`src/drn_pkg.sv`:
```
`timescale 1ns / 1ps
// ----------------------------------------------------------------------------
// drn_pkg
// Types and constants of the debounced rotary navigator.
// ----------------------------------------------------------------------------
package drn_pkg;

   // item kinds
   typedef enum logic {
      REQ_TICK = 1'b0,
      REQ_SET  = 1'b1
   } req_kind_type;

   // register indexes of the write port
   typedef enum logic [1:0] {
      CSR_Y_LOWER_LIMIT       = 2'd0,
      CSR_Y_UPPER_LIMIT       = 2'd1,
      CSR_ROTARY_SETTLE_TICKS = 2'd2,
      CSR_SWITCH_SETTLE_TICKS = 2'd3
   } csr_index_type;

   // reset values and fixed constants
   localparam logic [15:0] ROT_SETTLE_RESET = 16'd2000;
   localparam logic [15:0] SW_SETTLE_RESET  = 16'd20000;
   localparam logic [15:0] START_X          = 16'(320 / 2);
   localparam int          PEND_ROT         = 1;
   localparam int          PEND_SW          = 0;
   // previous pins: A and B high, switch released
   localparam logic [2:0]  PINS_RESET       = 3'b011;

   // one accepted input beat
   typedef struct packed {
      req_kind_type       req_type;
      logic               pin_a;
      logic               pin_b;
      logic               switch_pressed;
      logic [15:0]        new_x;
      logic signed [15:0] new_y;
      logic               notify;
   } item_type;

   // one result beat
   typedef struct packed {
      logic               moved;
      logic               button_event;
      logic               button_down;
      logic [15:0]        pos_x;
      logic signed [15:0] pos_y;
   } result_type;

   // configuration seen by the datapath
   typedef struct packed {
      logic signed [15:0] y_lower_limit;
      logic signed [15:0] y_upper_limit;
      logic [15:0]        rotary_settle_ticks;
      logic [15:0]        switch_settle_ticks;
   } cfg_type;

   // a zero delay acts as one tick
   function automatic logic [15:0] settle_load(input logic [15:0] v);
      settle_load = (v == 16'd0) ? 16'd1 : v;
   endfunction

endpackage

```
`src/drn_csr.sv`:
```
`timescale 1ns / 1ps
// ----------------------------------------------------------------------------
// drn_csr
// Configuration registers: limits and settle delays.
// ----------------------------------------------------------------------------
module drn_csr
   import drn_pkg::*;
(
   input  logic        clock,
   input  logic        reset,
   input  logic        csr_valid,
   output logic        csr_ready,
   input  logic [1:0]  csr_index,
   input  logic [15:0] csr_wdata,
   output cfg_type     cfg
);

   cfg_type cfg_ff;
   cfg_type cfg_in;

   assign csr_ready = 1'b1;
   assign cfg       = cfg_ff;

   // register write decode
   always_comb begin
      cfg_in = cfg_ff;
      if (csr_valid) begin
         unique case (csr_index_type'(csr_index))
            CSR_Y_LOWER_LIMIT:       cfg_in.y_lower_limit       = $signed(csr_wdata);
            CSR_Y_UPPER_LIMIT:       cfg_in.y_upper_limit       = $signed(csr_wdata);
            CSR_ROTARY_SETTLE_TICKS: cfg_in.rotary_settle_ticks = csr_wdata;
            CSR_SWITCH_SETTLE_TICKS: cfg_in.switch_settle_ticks = csr_wdata;
         endcase
      end
   end

   always_ff @(posedge clock) begin
      if (reset) begin
         cfg_ff.y_lower_limit       <= 16'sd0;
         cfg_ff.y_upper_limit       <= 16'sd0;
         cfg_ff.rotary_settle_ticks <= ROT_SETTLE_RESET;
         cfg_ff.switch_settle_ticks <= SW_SETTLE_RESET;
      end else begin
         cfg_ff <= cfg_in;
      end
   end

endmodule

```
`src/drn_in_reg.sv`:
```
`timescale 1ns / 1ps
// ----------------------------------------------------------------------------
// drn_in_reg
// Input register: holds one accepted beat until the datapath takes it.
// ----------------------------------------------------------------------------
module drn_in_reg
   import drn_pkg::*;
(
   input  logic     clock,
   input  logic     reset,
   input  logic     req_valid,
   output logic     req_stall,
   input  item_type req_item,
   input  logic     advance,
   output logic     item_vld,
   output item_type item
);

   logic     vld_ff;
   logic     vld_in;
   item_type item_ff;
   logic     accept;

   // stall only while a held beat cannot move on
   assign req_stall = vld_ff && !advance;
   assign accept    = req_valid && !req_stall;
   assign item_vld  = vld_ff;
   assign item      = item_ff;

   // occupancy
   always_comb begin
      priority if (accept)  vld_in = 1'b1;
      else if (advance)     vld_in = 1'b0;
      else                  vld_in = vld_ff;
   end

   always_ff @(posedge clock) begin
      if (reset) begin
         vld_ff <= 1'b0;
      end else begin
         vld_ff <= vld_in;
      end
   end

   // payload
   always_ff @(posedge clock) begin
      if (accept) begin
         item_ff <= req_item;
      end
   end

endmodule

```
`src/drn_nav.sv`:
```
`timescale 1ns / 1ps
// ----------------------------------------------------------------------------
// drn_nav
// Debounce state, shared settle counter and clamped quadrature stepping.
// ----------------------------------------------------------------------------
module drn_nav
   import drn_pkg::*;
(
   input  logic       clock,
   input  logic       reset,
   input  logic       advance,
   input  item_type   item,
   input  cfg_type    cfg,
   output logic       has_result,
   output result_type result
);

   logic [2:0]         prev_pins_ff, prev_pins_in;
   logic [1:0]         latched_ab_ff, latched_ab_in;
   logic [1:0]         changed_ab_ff, changed_ab_in;
   logic               latched_press_ff, latched_press_in;
   logic [1:0]         pending_ff, pending_in;
   logic [15:0]        count_ff, count_in;
   logic signed [15:0] y_ff, y_in;
   logic [15:0]        x_ff, x_in;

   logic [1:0]         cur_ab;
   logic [2:0]         cur_pins;
   logic [2:0]         diff;
   logic               rot_edge;
   logic               sw_edge;
   logic [15:0]        count_dec;
   logic               expire;
   logic               ab_eq;
   logic signed [2:0]  step_a;
   logic signed [2:0]  step_b;
   logic signed [17:0] y_sum;
   logic signed [17:0] lo_ext;
   logic signed [17:0] hi_ext;
   logic signed [15:0] y_clamped;
   logic               mv;
   logic               be;
   logic               bd;

   // edge detection against the previous sample
   assign cur_ab    = {item.pin_b, item.pin_a};
   assign cur_pins  = {item.switch_pressed, cur_ab};
   assign diff      = cur_pins ^ prev_pins_ff;
   assign rot_edge  = !pending_ff[PEND_ROT] && (diff[1:0] != 2'b00);
   assign sw_edge   = !pending_ff[PEND_SW] && diff[2];
   assign count_dec = count_ff - 16'd1;
   assign expire    = !rot_edge && !sw_edge && (count_ff == 16'd1);

   // quadrature step: A change counts up when A equals B, B change the opposite
   assign ab_eq  = (cur_ab[0] == cur_ab[1]);
   assign step_a = changed_ab_ff[0] ? (ab_eq ? 3'sd1 : -3'sd1) : 3'sd0;
   assign step_b = changed_ab_ff[1] ? (ab_eq ? -3'sd1 : 3'sd1) : 3'sd0;
   assign y_sum  = 18'(y_ff) + 18'(step_a) + 18'(step_b);
   assign lo_ext = 18'(cfg.y_lower_limit);
   assign hi_ext = 18'(cfg.y_upper_limit);

   // clamp, lower limit first
   always_comb begin
      priority if (y_sum < lo_ext) y_clamped = cfg.y_lower_limit;
      else if (y_sum > hi_ext)     y_clamped = cfg.y_upper_limit;
      else                         y_clamped = y_sum[15:0];
   end

   // next state and result
   always_comb begin
      prev_pins_in     = prev_pins_ff;
      latched_ab_in    = latched_ab_ff;
      changed_ab_in    = changed_ab_ff;
      latched_press_in = latched_press_ff;
      pending_in       = pending_ff;
      count_in         = count_ff;
      y_in             = y_ff;
      x_in             = x_ff;
      mv               = 1'b0;
      be               = 1'b0;
      bd               = 1'b0;
      unique case (item.req_type)
         REQ_SET: begin
            x_in = item.new_x;
            y_in = item.new_y;
            mv   = item.notify;
         end
         REQ_TICK: begin
            prev_pins_in = cur_pins;
            if (rot_edge) begin
               latched_ab_in        = cur_ab;
               changed_ab_in        = diff[1:0];
               pending_in[PEND_ROT] = 1'b1;
               count_in             = settle_load(cfg.rotary_settle_ticks);
            end
            // switch delay loads last and wins
            if (sw_edge) begin
               latched_press_in    = item.switch_pressed;
               pending_in[PEND_SW] = 1'b1;
               count_in            = settle_load(cfg.switch_settle_ticks);
            end
            if (!rot_edge && !sw_edge && (count_ff != 16'd0)) begin
               count_in = count_dec;
            end
            if (expire) begin
               pending_in = 2'b00;
               if (pending_ff[PEND_ROT] && (latched_ab_ff == cur_ab)) begin
                  y_in = y_clamped;
                  mv   = 1'b1;
               end
               if (pending_ff[PEND_SW] && (latched_press_ff == item.switch_pressed)) begin
                  be = 1'b1;
                  bd = latched_press_ff;
               end
            end
         end
      endcase
   end

   assign has_result          = mv || be;
   assign result.moved        = mv;
   assign result.button_event = be;
   assign result.button_down  = bd;
   assign result.pos_x        = x_in;
   assign result.pos_y        = y_in;

   always_ff @(posedge clock) begin
      if (reset) begin
         prev_pins_ff     <= PINS_RESET;
         latched_ab_ff    <= 2'b00;
         changed_ab_ff    <= 2'b00;
         latched_press_ff <= 1'b0;
         pending_ff       <= 2'b00;
         count_ff         <= 16'd0;
         y_ff             <= 16'sd0;
         x_ff             <= START_X;
      end else if (advance) begin
         prev_pins_ff     <= prev_pins_in;
         latched_ab_ff    <= latched_ab_in;
         changed_ab_ff    <= changed_ab_in;
         latched_press_ff <= latched_press_in;
         pending_ff       <= pending_in;
         count_ff         <= count_in;
         y_ff             <= y_in;
         x_ff             <= x_in;
      end
   end

endmodule

```
`src/drn_out_reg.sv`:
```
`timescale 1ns / 1ps
// ----------------------------------------------------------------------------
// drn_out_reg
// Result register: holds one result beat until the receiver takes it.
// ----------------------------------------------------------------------------
module drn_out_reg
   import drn_pkg::*;
(
   input  logic       clock,
   input  logic       reset,
   input  logic       load,
   input  logic       load_vld,
   input  result_type load_data,
   input  logic       rsp_stall,
   output logic       rsp_valid,
   output logic       free,
   output result_type rsp_data
);

   logic       vld_ff;
   logic       vld_in;
   result_type data_ff;

   // free when empty or being taken this cycle
   assign free      = !vld_ff || !rsp_stall;
   assign rsp_valid = vld_ff;
   assign rsp_data  = data_ff;

   always_comb begin
      priority if (load)  vld_in = load_vld;
      else if (free)      vld_in = 1'b0;
      else                vld_in = vld_ff;
   end

   always_ff @(posedge clock) begin
      if (reset) begin
         vld_ff <= 1'b0;
      end else begin
         vld_ff <= vld_in;
      end
   end

   always_ff @(posedge clock) begin
      if (load && load_vld) begin
         data_ff <= load_data;
      end
   end

endmodule

```
`src/debounced_rotary_navigator_core.sv`:
```
`timescale 1ns / 1ps
// ----------------------------------------------------------------------------
// debounced_rotary_navigator_core
// Debounced quadrature encoder and push switch driving a clamped position.
// ----------------------------------------------------------------------------
// One beat is accepted per clock while req_stall is low. Each beat waits in
// the input register; as it moves on, the step logic writes its result, if
// any, into the result register, which offers it on the result port. The
// next-state logic handles a tick or a set request each clock that a held
// beat moves on. A stalled result holds in the result register while the
// input register still takes a new beat; the input stalls only once both
// hold a beat. Tick beats carry pin samples and advance the shared settle
// counter; set beats store x and y directly. The user must write limits and
// settle delays through the csr port while idle, which is not enforced.
module debounced_rotary_navigator_core
   import drn_pkg::*;
(
   input  logic               clock,
   input  logic               reset,
   // input channel
   input  logic               req_valid,
   output logic               req_stall,
   input  logic               req_type,
   input  logic               req_pin_a,
   input  logic               req_pin_b,
   input  logic               req_switch_pressed,
   input  logic [15:0]        req_new_x,
   input  logic signed [15:0] req_new_y,
   input  logic               req_notify,
   // result channel
   output logic               rsp_valid,
   input  logic               rsp_stall,
   output logic               rsp_moved,
   output logic               rsp_button_event,
   output logic               rsp_button_down,
   output logic [15:0]        rsp_pos_x,
   output logic signed [15:0] rsp_pos_y,
   // configuration
   input  logic               csr_valid,
   output logic               csr_ready,
   input  logic [1:0]         csr_index,
   input  logic [15:0]        csr_wdata
);

   item_type   req_item;
   item_type   item;
   logic       item_vld;
   logic       advance;
   logic       out_free;
   logic       has_result;
   result_type result;
   result_type rsp_data;
   cfg_type    cfg;

   // gather the input beat
   assign req_item.req_type       = req_kind_type'(req_type);
   assign req_item.pin_a          = req_pin_a;
   assign req_item.pin_b          = req_pin_b;
   assign req_item.switch_pressed = req_switch_pressed;
   assign req_item.new_x          = req_new_x;
   assign req_item.new_y          = req_new_y;
   assign req_item.notify         = req_notify;

   // a held beat moves on when the result register can take its result
   assign advance = item_vld && out_free;

   drn_csr u_csr (
      .clock     (clock),
      .reset     (reset),
      .csr_valid (csr_valid),
      .csr_ready (csr_ready),
      .csr_index (csr_index),
      .csr_wdata (csr_wdata),
      .cfg       (cfg)
   );

   drn_in_reg u_in_reg (
      .clock     (clock),
      .reset     (reset),
      .req_valid (req_valid),
      .req_stall (req_stall),
      .req_item  (req_item),
      .advance   (advance),
      .item_vld  (item_vld),
      .item      (item)
   );

   drn_nav u_nav (
      .clock      (clock),
      .reset      (reset),
      .advance    (advance),
      .item       (item),
      .cfg        (cfg),
      .has_result (has_result),
      .result     (result)
   );

   drn_out_reg u_out_reg (
      .clock     (clock),
      .reset     (reset),
      .load      (advance),
      .load_vld  (has_result),
      .load_data (result),
      .rsp_stall (rsp_stall),
      .rsp_valid (rsp_valid),
      .free      (out_free),
      .rsp_data  (rsp_data)
   );

   // result beat fields
   assign rsp_moved        = rsp_data.moved;
   assign rsp_button_event = rsp_data.button_event;
   assign rsp_button_down  = rsp_data.button_down;
   assign rsp_pos_x        = rsp_data.pos_x;
   assign rsp_pos_y        = rsp_data.pos_y;

endmodule

```
`config.mk`:
```
export PLATFORM = sky130hd
export DESIGN_NAME = debounced_rotary_navigator_core
export DESIGN_NICKNAME = d
export VERILOG_FILES = /design/src/drn_pkg.sv /design/src/drn_csr.sv /design/src/drn_in_reg.sv /design/src/drn_nav.sv /design/src/drn_out_reg.sv /design/src/debounced_rotary_navigator_core.sv
export SDC_FILE = /design/constraint.sdc
export NUM_CORES = 1
export LEC_CHECK = 0
export ABC_CLOCK_PERIOD_IN_PS = 5890
export BUFFER_PORTS_ARGS = -buffer_cell sky130_fd_sc_hd__buf_2
export CAP_MARGIN = 25
export CORE_UTILIZATION = 54
export CTS_CLUSTER_SIZE = 30
export DETAILED_ROUTE_END_ITERATION = 12
export HOLD_SLACK_MARGIN = 0.08
export PLACE_DENSITY = 0.77
export RECOVER_POWER = 100
export SKIP_CTS_REPAIR_TIMING = 1
export SLEW_MARGIN = 10
export SYNTH_ARGS = -nofsm -noshare
export SYNTH_HDL_FRONTEND = slang
export SYNTH_SLANG_ARGS = --single-unit
```
`constraint.sdc`:
```
create_clock -name clock -period 5.89 [get_ports clock]
set_input_delay 1.4725 -clock clock [delete_from_list [all_inputs] [get_ports clock]]
set_output_delay 1.4725 -clock clock [all_outputs]
set_load 0.005 [all_outputs]
```
* Yosys cells after proc, flatten, opt, wreduce, memory -nomap -nowiden *
Cells that the tools add are included.

word-level totals
  register bits = 196
  input bits = 60
  output and inout port bits = 38

cells by class
  add/subtract/negate cells = 3
  $lt $le $gt $ge = 2
  equality and inequality tests = 7
  mux-type cells = 28
  bitwise gates (word level) = 4
  reductions and logical operators = 42

operators by type and width
  cell                     count
  $mux W16                 10
  $logic_not A16 Y1        2
  $pmux W16 S2             1
  $add A17 B3 Y18          1
  $gt A18 B16 Y1           1
  $lt A18 B16 Y1           1
  $add A16 B3 Y17          1
  $eq A16 B1 Y1 const B    1
  $reduce_bool A16 Y1      1
  $sub A16 B1 Y16 const B  1
  $reduce_and A3 Y1        5
  $mux W3                  4
  $logic_and A1 B1 Y1      11
  $mux W1                  11
  $reduce_and A2 Y1        5
  $reduce_bool A2 Y1       5
  $logic_not A1 Y1         8
  $eq A2 B2 Y1 const B     2
  $not A1 Y1               3
  $reduce_bool A3 Y1       1
  $reduce_or A3 Y1         1
  $xor A3 B3 Y3            1
  $eq A1 B1 Y1             2
  $eq A2 B1 Y1 const B     1
  other kinds (5)          6

* Depth between registers and ports, before layout *
Gate-level depths: netlist of run 1.

  depth after elaboration = 11
  depth in mapped cells = 24

* Hierarchy *
Synthesis of run 1 repeated with hierarchy kept, for this count alone.

second synthesis, totals
  cells, all modules = 1114
  area total of the unflattened synthesis = 10719.0 sq um

modules (own cells, without submodules)
  module                           instances  cells each  area each (sq um)  sequential area each (sq um)
  drn_nav                          1          787         5863.1             1161.1
  drn_csr                          1          245         2585.0             1281.2
  drn_in_reg                       1          41          1161.1             1131.1
  drn_out_reg                      1          40          1103.6             1071.0
  debounced_rotary_navigator_core  1          1           6.3                0.0

* Worst setup path before layout of run 1 *
No wires, ideal clock.

  path type = register to register
  start point = register u_in_reg.item_ff, in the netlist u_in_reg.item[34]
  end point = register u_out_reg.data_ff, in the netlist u_out_reg.rsp_data[3], data pin
  data arrival time = 5319 ps
  data required time = 5622 ps
  path slack = 303 ps
  cell stages (with the launch flop) = 23
  buffers on the path = 2
  path through = edfxtp_1 > clkbuf_2 > xor2_1 > mux2_2 > ha_1 > ha_1 > fa_1 > a21o_1 > a311o_1 > a21oi_1 > a31oi_1 > a211oi_1 > mux2_2 > ha_1 > and4_1 > nand4_1 > o32a_1 > o211ai_1 > mux2i_1 > buf_2 > mux2_2 > o21ai_0 > o21ai_0

RTL lines
  element                   RTL line           source
  start: declaration        drn_in_reg.sv:21   item_type item_ff;
  start signal: assignment  drn_in_reg.sv:48   item_ff <= req_item;
  end signal: assignment    drn_out_reg.sv:45  data_ff <= load_data;
  end: declaration          drn_out_reg.sv:22  result_type data_ff;

==> results.py, run 1 <==
metrics = {
    "setup_path": {
        "cp_cell_sequence": "xor2_1 > mux2_4 > ha_1 > ha_1 > fa_1 > a21o_1 > a311o_1 > a21oi_2 > a31oi_2 > a211oi_2 > mux2_4 > ha_4 > and4_1 > nand4_1 > o32a_1 > o211ai_1 > mux2i_2 > buf_4 > buf_4 > mux2_2 > o211ai_1 > buf_4 > nand2_1",
        "worst_setup_path_end_kind": "flip-flop",
        "path_delay_family": "compound AO/OA/AOI/OAI gates",
        "worstPathMaxFanout": 4,
        "cp_num_buf_inv": 3,
        "cp_num_cells": 23,
        "required_ns": 6.07,
        "cp_slowest_cell": "fa_1",
        "path_class": "flip-flop to flip-flop",
        "reg2regPathDepth": 23,
        "critPathMostFrequentCell": "buf_4",
        "cp_slowest_stage_delay_ns": 0.41,
        "critical_path.startpoint_type": "flip-flop",
        "worst-endpoint-arrival_ns": 5.97,
    },
    "synthesis": {
        "postSynthCellCount": 1131,
        "synth_top_area_share_pct": 24.3,
        "synth_common_cells": "nand2_1 (226), dfxtp_1 (124), a21oi_1 (123), edfxtp_1 (72), nor2_1 (71)",
        "yosys.area.top_type": "dfxtp_1",
        "syn_area_per_cell_um2": 9.02,
        "syn-num-nets": 1262,
        "synth_sequential_area_ratio_pct": 45.5,
        "yosysMostFrequentCell": "nand2_1",
        "synth_edf_count": 72,
        "yosysWarningCount": 0,
        "synthArstFlopShare_pct": 0,
        "synth_ff_type": "dfxtp_1",
        "ys_top_cells_by_area": "dfxtp_1 (24%), edfxtp_1 (21%), ha_1 (8.5%)",
        "synth.distinct_cells": 75,
        "ys_ff_latch": 196,
        "syn_area_um2": 10200,
    },
    "power_and_ir_drop": {
        "power_density_nw_per_um2": 303,
        "peakVddDrop_uv": 246,
        "power_leakage_uw": 0.00456,
        "power_uw": 3490,
    },
    "timing": {
        "post-route-period-util_pct": 98.2,
        "setup_tns_ns": 0,
        "fmax_ghz": 0.173,
        "relSlewSlack_pct": -62.5,
        "finalSetupViolations": 0,
        "fin_crit_ns": 5.78,
        "hold_viol": 0,
        "worst_pin_slew_ns": 2.44,
        "fin_worst_skew_ns": 0.00843,
        "timing.final.ws_setup_ns": 0.108,
        "maxSlewViolCount": 122,
    },
    "placement": {
        "preCtsSetupSlack_ns": 0.0169,
        "dp.cells": 1392,
        "port_buffers": 96,
        "gp_routability_congestion": 0.962,
        "dp_hpwl_um": 18800,
    },
    "route": {
        "post_drt_wl_per_cell_um": 18.9,
        "vias": 8675,
        "viasPerCell": 6.05,
        "drc": 0,
        "drtIter0Drc": 771,
        "first_pass_iters": 5,
        "drtAntennaViolNets": 0,
        "wl_um": 27100,
    },
    "clock_tree": {
        "cts-root-buf": "clkbuf_16",
        "cts.sinks": 196,
        "cts_buffers": 17,
        "clk_path_buf_depth": 2,
        "clk_pin_slew_ns": 0.07,
        "cts_tree": "yes",
        "htreeDepth": 4,
        "clk_latency_ns": 0.44,
    },
    "floorplan": {
        "initial_core_util_pct": 56.0,
        "row_count": 49,
        "die_h_um": 139,
        "die_w_um": 139,
        "core_um2": 18200,
        "ioPinCount": 98,
        "die_area_um2": 19400,
    },
    "global_route": {
        "grt_use_total_pct": 28.2,
        "grt_overflow_total": 0,
        "antenna_found_initial": 0,
        "grt_pass1_wl_um": 42900,
        "grt_pass1_vias": 8198,
        "grt_max_degree": 68,
    },
    "finish": {
        "fin_cells": 1433,
        "nNetsFinal": 1322,
        "drive_above_1_share_pct": 14.0,
        "num_antenna_cells": 0,
        "nFillCells": 1519,
        "final_util_pct": 63.3,
        "syn_to_final_growth_pct": 13.0,
    },
    "hold_path": {
        "hp-class": "flip-flop to flip-flop",
        "hold_path_depth": 2,
    },
    "flow_run": {
        "drv_cap": 3,
    },
    "status": {
        "status": "finished with violations",
        "violations": "capacitance limit, slew limit",
    },
}
==> flip-flops by register name, summed over array words and instances, names as in the netlist <==
register	count
u_csr.cfg	64
u_in_reg.item	37
u_out_reg.rsp_data	35
u_nav.count_ff	16
u_nav.x_ff	16
u_nav.y_ff	16
u_nav.prev_pins_ff	3
u_nav.changed_ab_ff	2
u_nav.latched_ab_ff	2
u_nav.pending_ff	2
u_in_reg.item_vld	1
u_nav.latched_press_ff	1
u_out_reg.rsp_valid	1
==> logic make-up after synthesis <==
group / after synthesis / share of synthesized area (%)
AO/OA/AOI/OAI: 267 / 16.6
XOR/XNOR: 16 / 1.37
adder cells (fa/ha/maj): 71 / 8.86
buffers and inverters: 127 / 4.92
flip-flops: 196 / 45.5
multiplexers: 37 / 3.96
other: 1 / 0.0368
AND/OR/NAND/NOR: 416 / 18.7
==> metrics by stage <==
stage | hold slack [ns] | instance area [um^2]
after floorplan | 0.433 | 10200
after global placement | 0.439 | 10800
after detailed placement | 0.446 | 10800
after CTS | 0.456 | 11400
after global routing | 0.473 | 11500
final | 0.453 | 11500
==> final cells by class <==
| cell class | count | area, um^2 | share of cell area, % |
|---|---|---|---|
| clock inverters | 14 | 174 | 1.51 |
| clock buffers | 18 | 429 | 3.73 |
| well taps | 229 | 287 | 2.49 |
| inverters | 48 | 180 | 1.56 |
| flip-flops and latches | 196 | 4640 | 40.3 |
| multi-input cells | 808 | 5170 | 44.9 |
| repair buffers | 120 | 638 | 5.54 |
==> where the power goes <==
| group | internal [uW] | switching, uW | leakage (uW) |
|---|---|---|---|
| Sequential | 1460 | 44.7 | 0.00170 |
| Combinational | 320 | 451 | 0.00256 |
| Clock | 675 | 533 | 0.000296 |
| Total | 2460 | 1030 | 0.00456 |
==> routing by layer <==
layer	global-route usage, %	vias to the layer above	part of all wire [%]
li1	-	4134	-
met1	38.1	4154	43
met2	45.0	330	47
met3	4.96	57	6.7
met4	11.5	0	3.3
met5	0	-	0
==> path summary, 6_finish.rpt <==
path | from | to | slack, ns
setup / recovery | u_in_reg.item[35] | u_out_reg.rsp_data[11] | 0.11
hold / removal | u_nav.x_ff[6] | u_nav.x_ff[6] | 0.45
setup reg to reg | u_in_reg.item[35] | u_out_reg.rsp_data[11] | 0.11
hold reg to reg | u_nav.x_ff[6] | u_nav.x_ff[6] | 0.45
==> placed cells by master (no fill, tap or decap), types with 13 or more instances in the layout <==
cell type  netlist  routed
clkbuf_16        0      18
dfxtp_1        124     124
clkbuf_1        65      34
a21oi_1        123     121
inv_1           47      47
ha_1            69      66
nor2_1          71      71
a21o_1          14      14
nand2_1        226     226
mux2_2          27      20
nand3_1         14      15
buf_4            3      17
o21ai_0         32      31
and3_1          13      13
nor3_1          14      14
edfxtp_1        72      72
nand3b_1        16      16
buf_2            3      66
==> worst reg2reg max path, cell delays in order, from the launching register on <==
cell,delay (ns)
edfxtp_1,0.40
xor2_1,0.21
mux2_4,0.35
ha_1,0.28
ha_1,0.23
fa_1,0.41
a21o_1,0.21
a311o_1,0.38
a21oi_2,0.22
a31oi_2,0.15
a211oi_2,0.22
mux2_4,0.20
ha_4,0.15
and4_1,0.20
nand4_1,0.17
o32a_1,0.35
o211ai_1,0.12
mux2i_2,0.23
buf_4,0.18
buf_4,0.12
mux2_2,0.32
o211ai_1,0.20
buf_4,0.17
nand2_1,0.06
(Power assumes the default switching activity.)
==> inputs of run 2 (changes only) <==
--- a/config.mk
+++ b/config.mk
@@ -12,6 +12,7 @@
 export CTS_CLUSTER_SIZE = 30
 export DETAILED_ROUTE_END_ITERATION = 12
 export HOLD_SLACK_MARGIN = 0.08
+export MAX_ROUTING_LAYER = met4
 export PLACE_DENSITY = 0.77
 export RECOVER_POWER = 100
 export SKIP_CTS_REPAIR_TIMING = 1
==> run 2 against run 1 <==
The flow still finishes with violations (capacitance limit, slew limit). Cell area grew 0.17%. Fmax grew 1.7%. Non-clock buffer count grew 6. Sequential power is essentially flat. Total power shrank 2.4%. Register-to-register slack gained 0.099 ns. Wire length shrank 0.38%. Combinational power grew 3.0%. Core utilization grew 0.11 points. Global-route usage grew 0.38 points. Sequential cell count is the same. Largest cell class unchanged. Highest routed layer unchanged.
==> results.py, run 2 (synthesized netlist as in run 1, its figures left out) <==
metrics = {
    "status": {
        "status": "finished with violations",
        "violations": "capacitance limit, slew limit",
    },
    "finish": {
        "num_antenna_cells": 0,
        "drive_above_1_share_pct": 14.2,
        "fin_cells": 1439,
        "nNetsFinal": 1328,
        "final_common_cell": "nand2_1",
        "final_cell_mix": "nand2_1 (226), dfxtp_1 (124), a21oi_1 (121)",
        "final_util_pct": 63.4,
        "largest_register_ffs": 64,
        "syn_to_final_growth_pct": 13.2,
    },
    "global_route": {
        "grt_max_degree": 67,
        "grt_pass1_vias": 7958,
        "antenna_found_initial": 0,
        "grt_pass1_wl_um": 42200,
        "grt_use_total_pct": 28.6,
        "grt_overflow_total": 0,
    },
    "route": {
        "wl_um": 27000,
        "drtIter0Drc": 664,
        "post_drt_wl_per_cell_um": 18.8,
        "viasPerCell": 5.95,
        "drtAntennaViolNets": 0,
        "vias": 8559,
        "first_pass_iters": 6,
        "drc": 0,
    },
    "timing": {
        "fmax_ghz": 0.176,
        "worst_pin_slew_ns": 2.60,
        "relSlewSlack_pct": -73.3,
        "post-route-period-util_pct": 96.5,
        "setup_tns_ns": 0,
        "hold_viol": 0,
        "fin_crit_ns": 5.68,
        "maxSlewViolCount": 157,
        "finalSetupViolations": 0,
        "fin_worst_skew_ns": 0.0125,
    },
    "setup_path": {
        "path_class": "flip-flop to flip-flop",
        "worst-endpoint-arrival_ns": 5.86,
        "required_ns": 6.07,
        "worstPathMaxFanout": 5,
        "worst_setup_path_end_kind": "flip-flop",
        "r2r_end": "u_out_reg.rsp_data[13]",
        "reg2regPathDepth": 21,
        "critical_path.startpoint_type": "flip-flop",
        "rrSetupSlack_ns": 0.21,
        "r2r_start": "u_in_reg.item[35]",
    },
    "flow_run": {
        "drv_cap": 4,
    },
    "power_and_ir_drop": {
        "power_leakage_uw": 0.00455,
        "peakVddDrop_uv": 211,
        "power_density_nw_per_um2": 295,
    },
    "clock_tree": {
        "clk_path_buf_depth": 2,
        "cts_tree": "yes",
        "cts.sinks": 196,
        "clk_latency_ns": 0.43,
        "htreeDepth": 4,
        "clk_pin_slew_ns": 0.07,
        "cts_buffers": 17,
        "cts-root-buf": "clkbuf_16",
    },
    "floorplan": {
        "initial_core_util_pct": 56.0,
        "die_h_um": 139,
        "row_count": 49,
        "ioPinCount": 98,
        "die_area_um2": 19400,
        "core_um2": 18200,
        "die_w_um": 139,
    },
    "placement": {
        "port_buffers": 96,
        "dp_hpwl_um": 18900,
        "gp_routability_congestion": 0.957,
        "dp.cells": 1392,
    },
    "hold_path": {
        "min_from": "u_nav.x_ff[4]",
        "hp-class": "flip-flop to flip-flop",
        "hold_path_depth": 2,
        "holdPathEnd": "u_nav.x_ff[4]",
    },
}
-- run 2: cell types whose count changed in the layout (fill, tap and decap cells not counted), sizes merged --
cell      before  now
bufinv         3    0
buf           85   89
clkbuf        53   55
clkinvlp       1    4
-- run 2: cell type report --
type                    instances  area (um^2)
clock buffers                  18          439
fillers                      1526         6670
flip-flops and latches        196         4640
inverters                      48          180
repair buffers                126          698
well taps                     229          287
clock inverters                14          123
multi-input cells             808         5170
-- run 2: worst max-delay path by stage --
stage	from	end	slack (ns)
6_report	u_in_reg.item[35]	u_out_reg.rsp_data[13]	0.21
5_1_grt	u_in_reg.item[35]	u_out_reg.rsp_data[8]	-0.02
4_1_cts	u_in_reg.item[34]	u_out_reg.rsp_data[2]	0.06
3_5_place_dp	u_in_reg.item[34]	u_out_reg.rsp_data[4]	0.08
3_3_place_gp	u_in_reg.item[34]	u_out_reg.rsp_data[7]	0.22
2_1_floorplan	u_in_reg.item[34]	u_out_reg.rsp_data[3]	0.30
-- run 2: critical path, stage by stage (launching register included) --
cell and delay (ns):
edfxtp_1 0.40, xor2_1 0.22, mux2_4 0.36, ha_1 0.28, ha_2 0.20, fa_2 0.35
a21o_1 0.20, a31o_2 0.26, a311o_1 0.34, a21oi_1 0.17, xnor2_1 0.29, ha_1 0.35
nand4_1 0.16, nor2_1 0.08, a221oi_1 0.31, o211ai_1 0.20, mux2i_4 0.38, buf_12 0.17
buf_4 0.11, mux2i_1 0.34, and2_1 0.18, o21bai_1 0.07
-- run 2: report_power, final --
part	total (uW)	switching (uW)	internal [uW]
sequential	1510	44.7	1460
combinational	794	451	342
clock	1100	537	564
total	3400	1030	2370
-- run 2: layer usage --
layer / track usage, % / routed length (um) / vias to the layer above
met5: - / 0 / -
met4: 10.0 / 712 / 0
met3: 4.75 / 1870 / 50
met2: 45.0 / 12700 / 323
met1: 37.3 / 11800 / 4042
li1: - / - / 4144
-- run 2: through the flow --
| step | instance area (um^2) | total power, uW | hold WS (ns) | setup WS (ns) |
|---|---|---|---|---|
| finish | 11500 | 3400 | 0.453 | 0.207 |
| global route | 11500 | 3550 | 0.477 | -0.0227 |
| CTS | 11300 | 3300 | 0.459 | 0.0601 |
| detailed placement | 10800 | 2220 | 0.447 | 0.0792 |
| global placement | 10800 | 2210 | 0.439 | 0.218 |
| floorplan | 10200 | 2020 | 0.433 | 0.303 |
==> inputs of run 3 (changes only) <==
--- a/config.mk
+++ b/config.mk
@@ -5,6 +5,7 @@
 export SDC_FILE = /design/constraint.sdc
 export NUM_CORES = 1
 export LEC_CHECK = 0
+export ABC_AREA = 1
 export ABC_CLOCK_PERIOD_IN_PS = 5890
 export BUFFER_PORTS_ARGS = -buffer_cell sky130_fd_sc_hd__buf_2
 export CAP_MARGIN = 25
@@ -13,10 +14,11 @@
 export DETAILED_ROUTE_END_ITERATION = 12
 export HOLD_SLACK_MARGIN = 0.08
 export MAX_ROUTING_LAYER = met4
-export PLACE_DENSITY = 0.77
+export PLACE_DENSITY = 0.76
 export RECOVER_POWER = 100
 export SKIP_CTS_REPAIR_TIMING = 1
 export SLEW_MARGIN = 10
 export SYNTH_ARGS = -nofsm -noshare
 export SYNTH_HDL_FRONTEND = slang
 export SYNTH_SLANG_ARGS = --single-unit
+export TNS_END_PERCENT = 20
==> run 3 against run 2 <==
The run still ends with capacitance limit, slew limit left. Fmax up 12%. Clock power up 15%. Clock skew up 0.0034 ns. Critical path type unchanged. Largest cell class unchanged. Highest routed layer unchanged.
==> results.py, run 3 <==
metrics = {
    "status": {
        "status": "finished with violations",
        "violations": "capacitance limit, slew limit",
    },
    "global_route": {
        "grt_pass1_vias": 7992,
        "grt_pass1_wl_um": 40100,
        "grt_use_total_pct": 26.2,
        "grt_max_degree": 67,
        "antenna_found_initial": 0,
        "grt_overflow_total": 0,
    },
    "finish": {
        "nFillCells": 1686,
        "syn_to_final_growth_pct": 9.99,
        "num_antenna_cells": 0,
        "final_cell_mix": "nand2_1 (242), inv_1 (170), a21oi_1 (132)",
        "nNetsFinal": 1472,
        "largest_register_ffs": 64,
        "drive_above_1_share_pct": 13.1,
        "final_common_cell": "nand2_1",
        "fin_cells": 1614,
    },
    "floorplan": {
        "die_w_um": 142,
        "row_count": 50,
        "initial_core_util_pct": 56.0,
        "die_area_um2": 20200,
        "ioPinCount": 98,
        "core_um2": 19000,
        "die_h_um": 142,
    },
    "power_and_ir_drop": {
        "peakVddDrop_uv": 231,
        "swShare_pct": 33.5,
        "p_int_uw": 2350,
        "power_frac_comb_pct": 21.3,
        "p_seq_share_pct": 42.8,
        "power_density_nw_per_um2": 303,
        "power_leakage_uw": 0.00529,
        "switchingPower_uw": 1180,
        "clkPwrFrac_pct": 35.9,
    },
    "route": {
        "first_pass_iters": 5,
        "drtAntennaViolNets": 0,
        "drc": 0,
        "drtIter0Drc": 531,
        "wl_um": 24600,
        "viasPerCell": 5.30,
        "vias": 8559,
        "post_drt_wl_per_cell_um": 15.2,
    },
    "setup_path": {
        "r2r_start": "u_in_reg.item[35]",
        "worst-endpoint-arrival_ns": 5.41,
        "r2r_end": "u_nav.y_ff[10]",
        "cp_slowest_stage_delay_ns": 0.51,
        "required_ns": 6.23,
        "critPathLaunch": "u_in_reg.item[35]",
        "cp_slowest_cell": "edfxtp_1",
        "critical_path.startpoint_type": "flip-flop",
        "rrSetupSlack_ns": 0.82,
        "critPathMostFrequentCell": "nand2_1",
        "worst_setup_path_end_kind": "flip-flop",
        "path_class": "flip-flop to flip-flop",
        "reg2regPathDepth": 29,
        "worstPathMaxFanout": 27,
    },
    "timing": {
        "finalSetupViolations": 0,
        "worst_pin_slew_ns": 1.95,
        "relSlewSlack_pct": -30.2,
        "maxSlewViolCount": 145,
        "rsz0062_at_grt": "no",
        "fin_crit_ns": 5.07,
        "hold_viol": 0,
        "fin_worst_skew_ns": 0.0158,
        "timing.final.ws_setup_ns": 0.824,
        "fmax_ghz": 0.197,
        "post-route-period-util_pct": 86.0,
        "setup_tns_ns": 0,
    },
    "hold_path": {
        "min_from": "u_nav.x_ff[9]",
        "hp-class": "flip-flop to flip-flop",
        "holdPathEnd": "u_nav.x_ff[9]",
        "hold_path_depth": 2,
    },
    "synthesis": {
        "yosys.area.top_type": "dfxtp_1",
        "synth.distinct_cells": 51,
        "synthArstFlopShare_pct": 0,
        "yosysMostFrequentCell": "nand2_1",
        "yosysWarningCount": 0,
        "synth_top_area_share_pct": 23.4,
        "postSynthCellCount": 1283,
        "synth_edf_count": 72,
        "ys_top_cells_by_area": "dfxtp_1 (23%), edfxtp_1 (20%), ha_1 (8.1%)",
        "ys_ff_latch": 196,
        "syn_area_per_cell_um2": 8.27,
        "syn-num-nets": 1414,
        "synth_common_cells": "nand2_1 (224), inv_1 (170), a21oi_1 (132), dfxtp_1 (124), o21ai_0 (119)",
        "synth_ff_type": "dfxtp_1",
        "syn_area_um2": 10600,
        "synth_sequential_area_ratio_pct": 43.8,
    },
    "clock_tree": {
        "clk_latency_ns": 0.45,
        "htreeDepth": 4,
        "cts_tree": "yes",
        "clk_path_buf_depth": 2,
        "cts-root-buf": "clkbuf_16",
        "clk_pin_slew_ns": 0.09,
        "cts_buffers": 17,
        "cts.sinks": 196,
    },
    "placement": {
        "port_buffers": 96,
        "dp_hpwl_um": 17900,
        "dp.cells": 1580,
        "preCtsSetupSlack_ns": 1.06,
        "gp_routability_congestion": 0.912,
    },
    "flow_run": {
        "drv_cap": 3,
    },
}
[run 3: changes by cell type in the layout (fill, tap and decap cells not counted), sizes merged, moves of 18 or more]
cell / change
nor2: +18
o211ai: +19
inv: +138
mux2: -27
nand3: +37
o21ai: +102
nand2: +27
[run 3: cells by family (layout without fill, tap and decap cells)]
family | after synthesis | after routing | synth area share (%)
AND/OR/NAND/NOR | 422 | 422 | 18.4
AO/OA/AOI/OAI | 324 | 324 | 17.5
buffers and inverters | 247 | 318 | 9.90
flip-flops | 196 | 196 | 43.8
adder cells (fa/ha/maj) | 71 | 71 | 8.52
XOR/XNOR | 22 | 22 | 1.89
other | 1 | 1 | 0.0354
[run 3: power groups by stage]
stage / clock, uW / sequential (uW) / combinational [uW]
finish: 1270 / 1510 / 751
global route: 1330 / 1520 / 853
floorplan: 0 / 1530 / 634
CTS: 1290 / 1510 / 773
global placement: 0 / 1540 / 747
detailed placement: 0 / 1540 / 767
[run 3: layer usage]
| layer | up-vias | global-route usage (%) | part of all wire [%] |
|---|---|---|---|
| met2 | 210 | 43.4 | 48 |
| li1 | 4390 | - | - |
| met1 | 3923 | 32.8 | 45 |
| met5 | - | - | 0 |
| met3 | 36 | 3.80 | 4.3 |
| met4 | 0 | 8.66 | 2.3 |
[run 3: per-stage QoR]
step	instance area, um^2	total power (uW)	hold WS (ns)	utilization [%]
floorplan	10600	2170	0.424	-
global placement	11100	2290	0.434	58.6
detailed placement	11100	2310	0.441	58.6
CTS	11800	3570	0.455	62.0
global route	11700	3710	0.465	61.6
finish	11700	3530	0.453	61.6
[run 3: worst max-delay path, delay by kind of cell (launching register included)]
kind,cells,cell delay (ns)
simple gates,18,2.02
compound gates,3,0.37
flops,1,0.51
fa+ha+maj,4,1.23
xor+xnor,2,0.54
buf+inv,2,0.29
[run 3: final cells by class]
cell class                      instances  area (um^2)  area share, %
Tap cell                              260          325           2.79
Timing Repair Buffer                  106          517           4.43
Multi-Input combinational cell        840         4840           41.5
Clock buffer                           17          425           3.65
Clock inverter                         15          230           1.97
Inverter                              180          681           5.83
Sequential cell                       196         4640           39.8
[run 3: how the worst max path moves through the flow]
stage	to	cells past startpoint	slack (ns)
global route	u_nav.y_ff[10]	28	0.32
finish	u_nav.y_ff[10]	29	0.82
global placement	u_out_reg.rsp_data[14]	31	1.13
CTS	u_out_reg.rsp_data[14]	31	0.99
floorplan	u_out_reg.rsp_data[1]	27	1.03
detailed placement	u_out_reg.rsp_data[14]	31	1.06
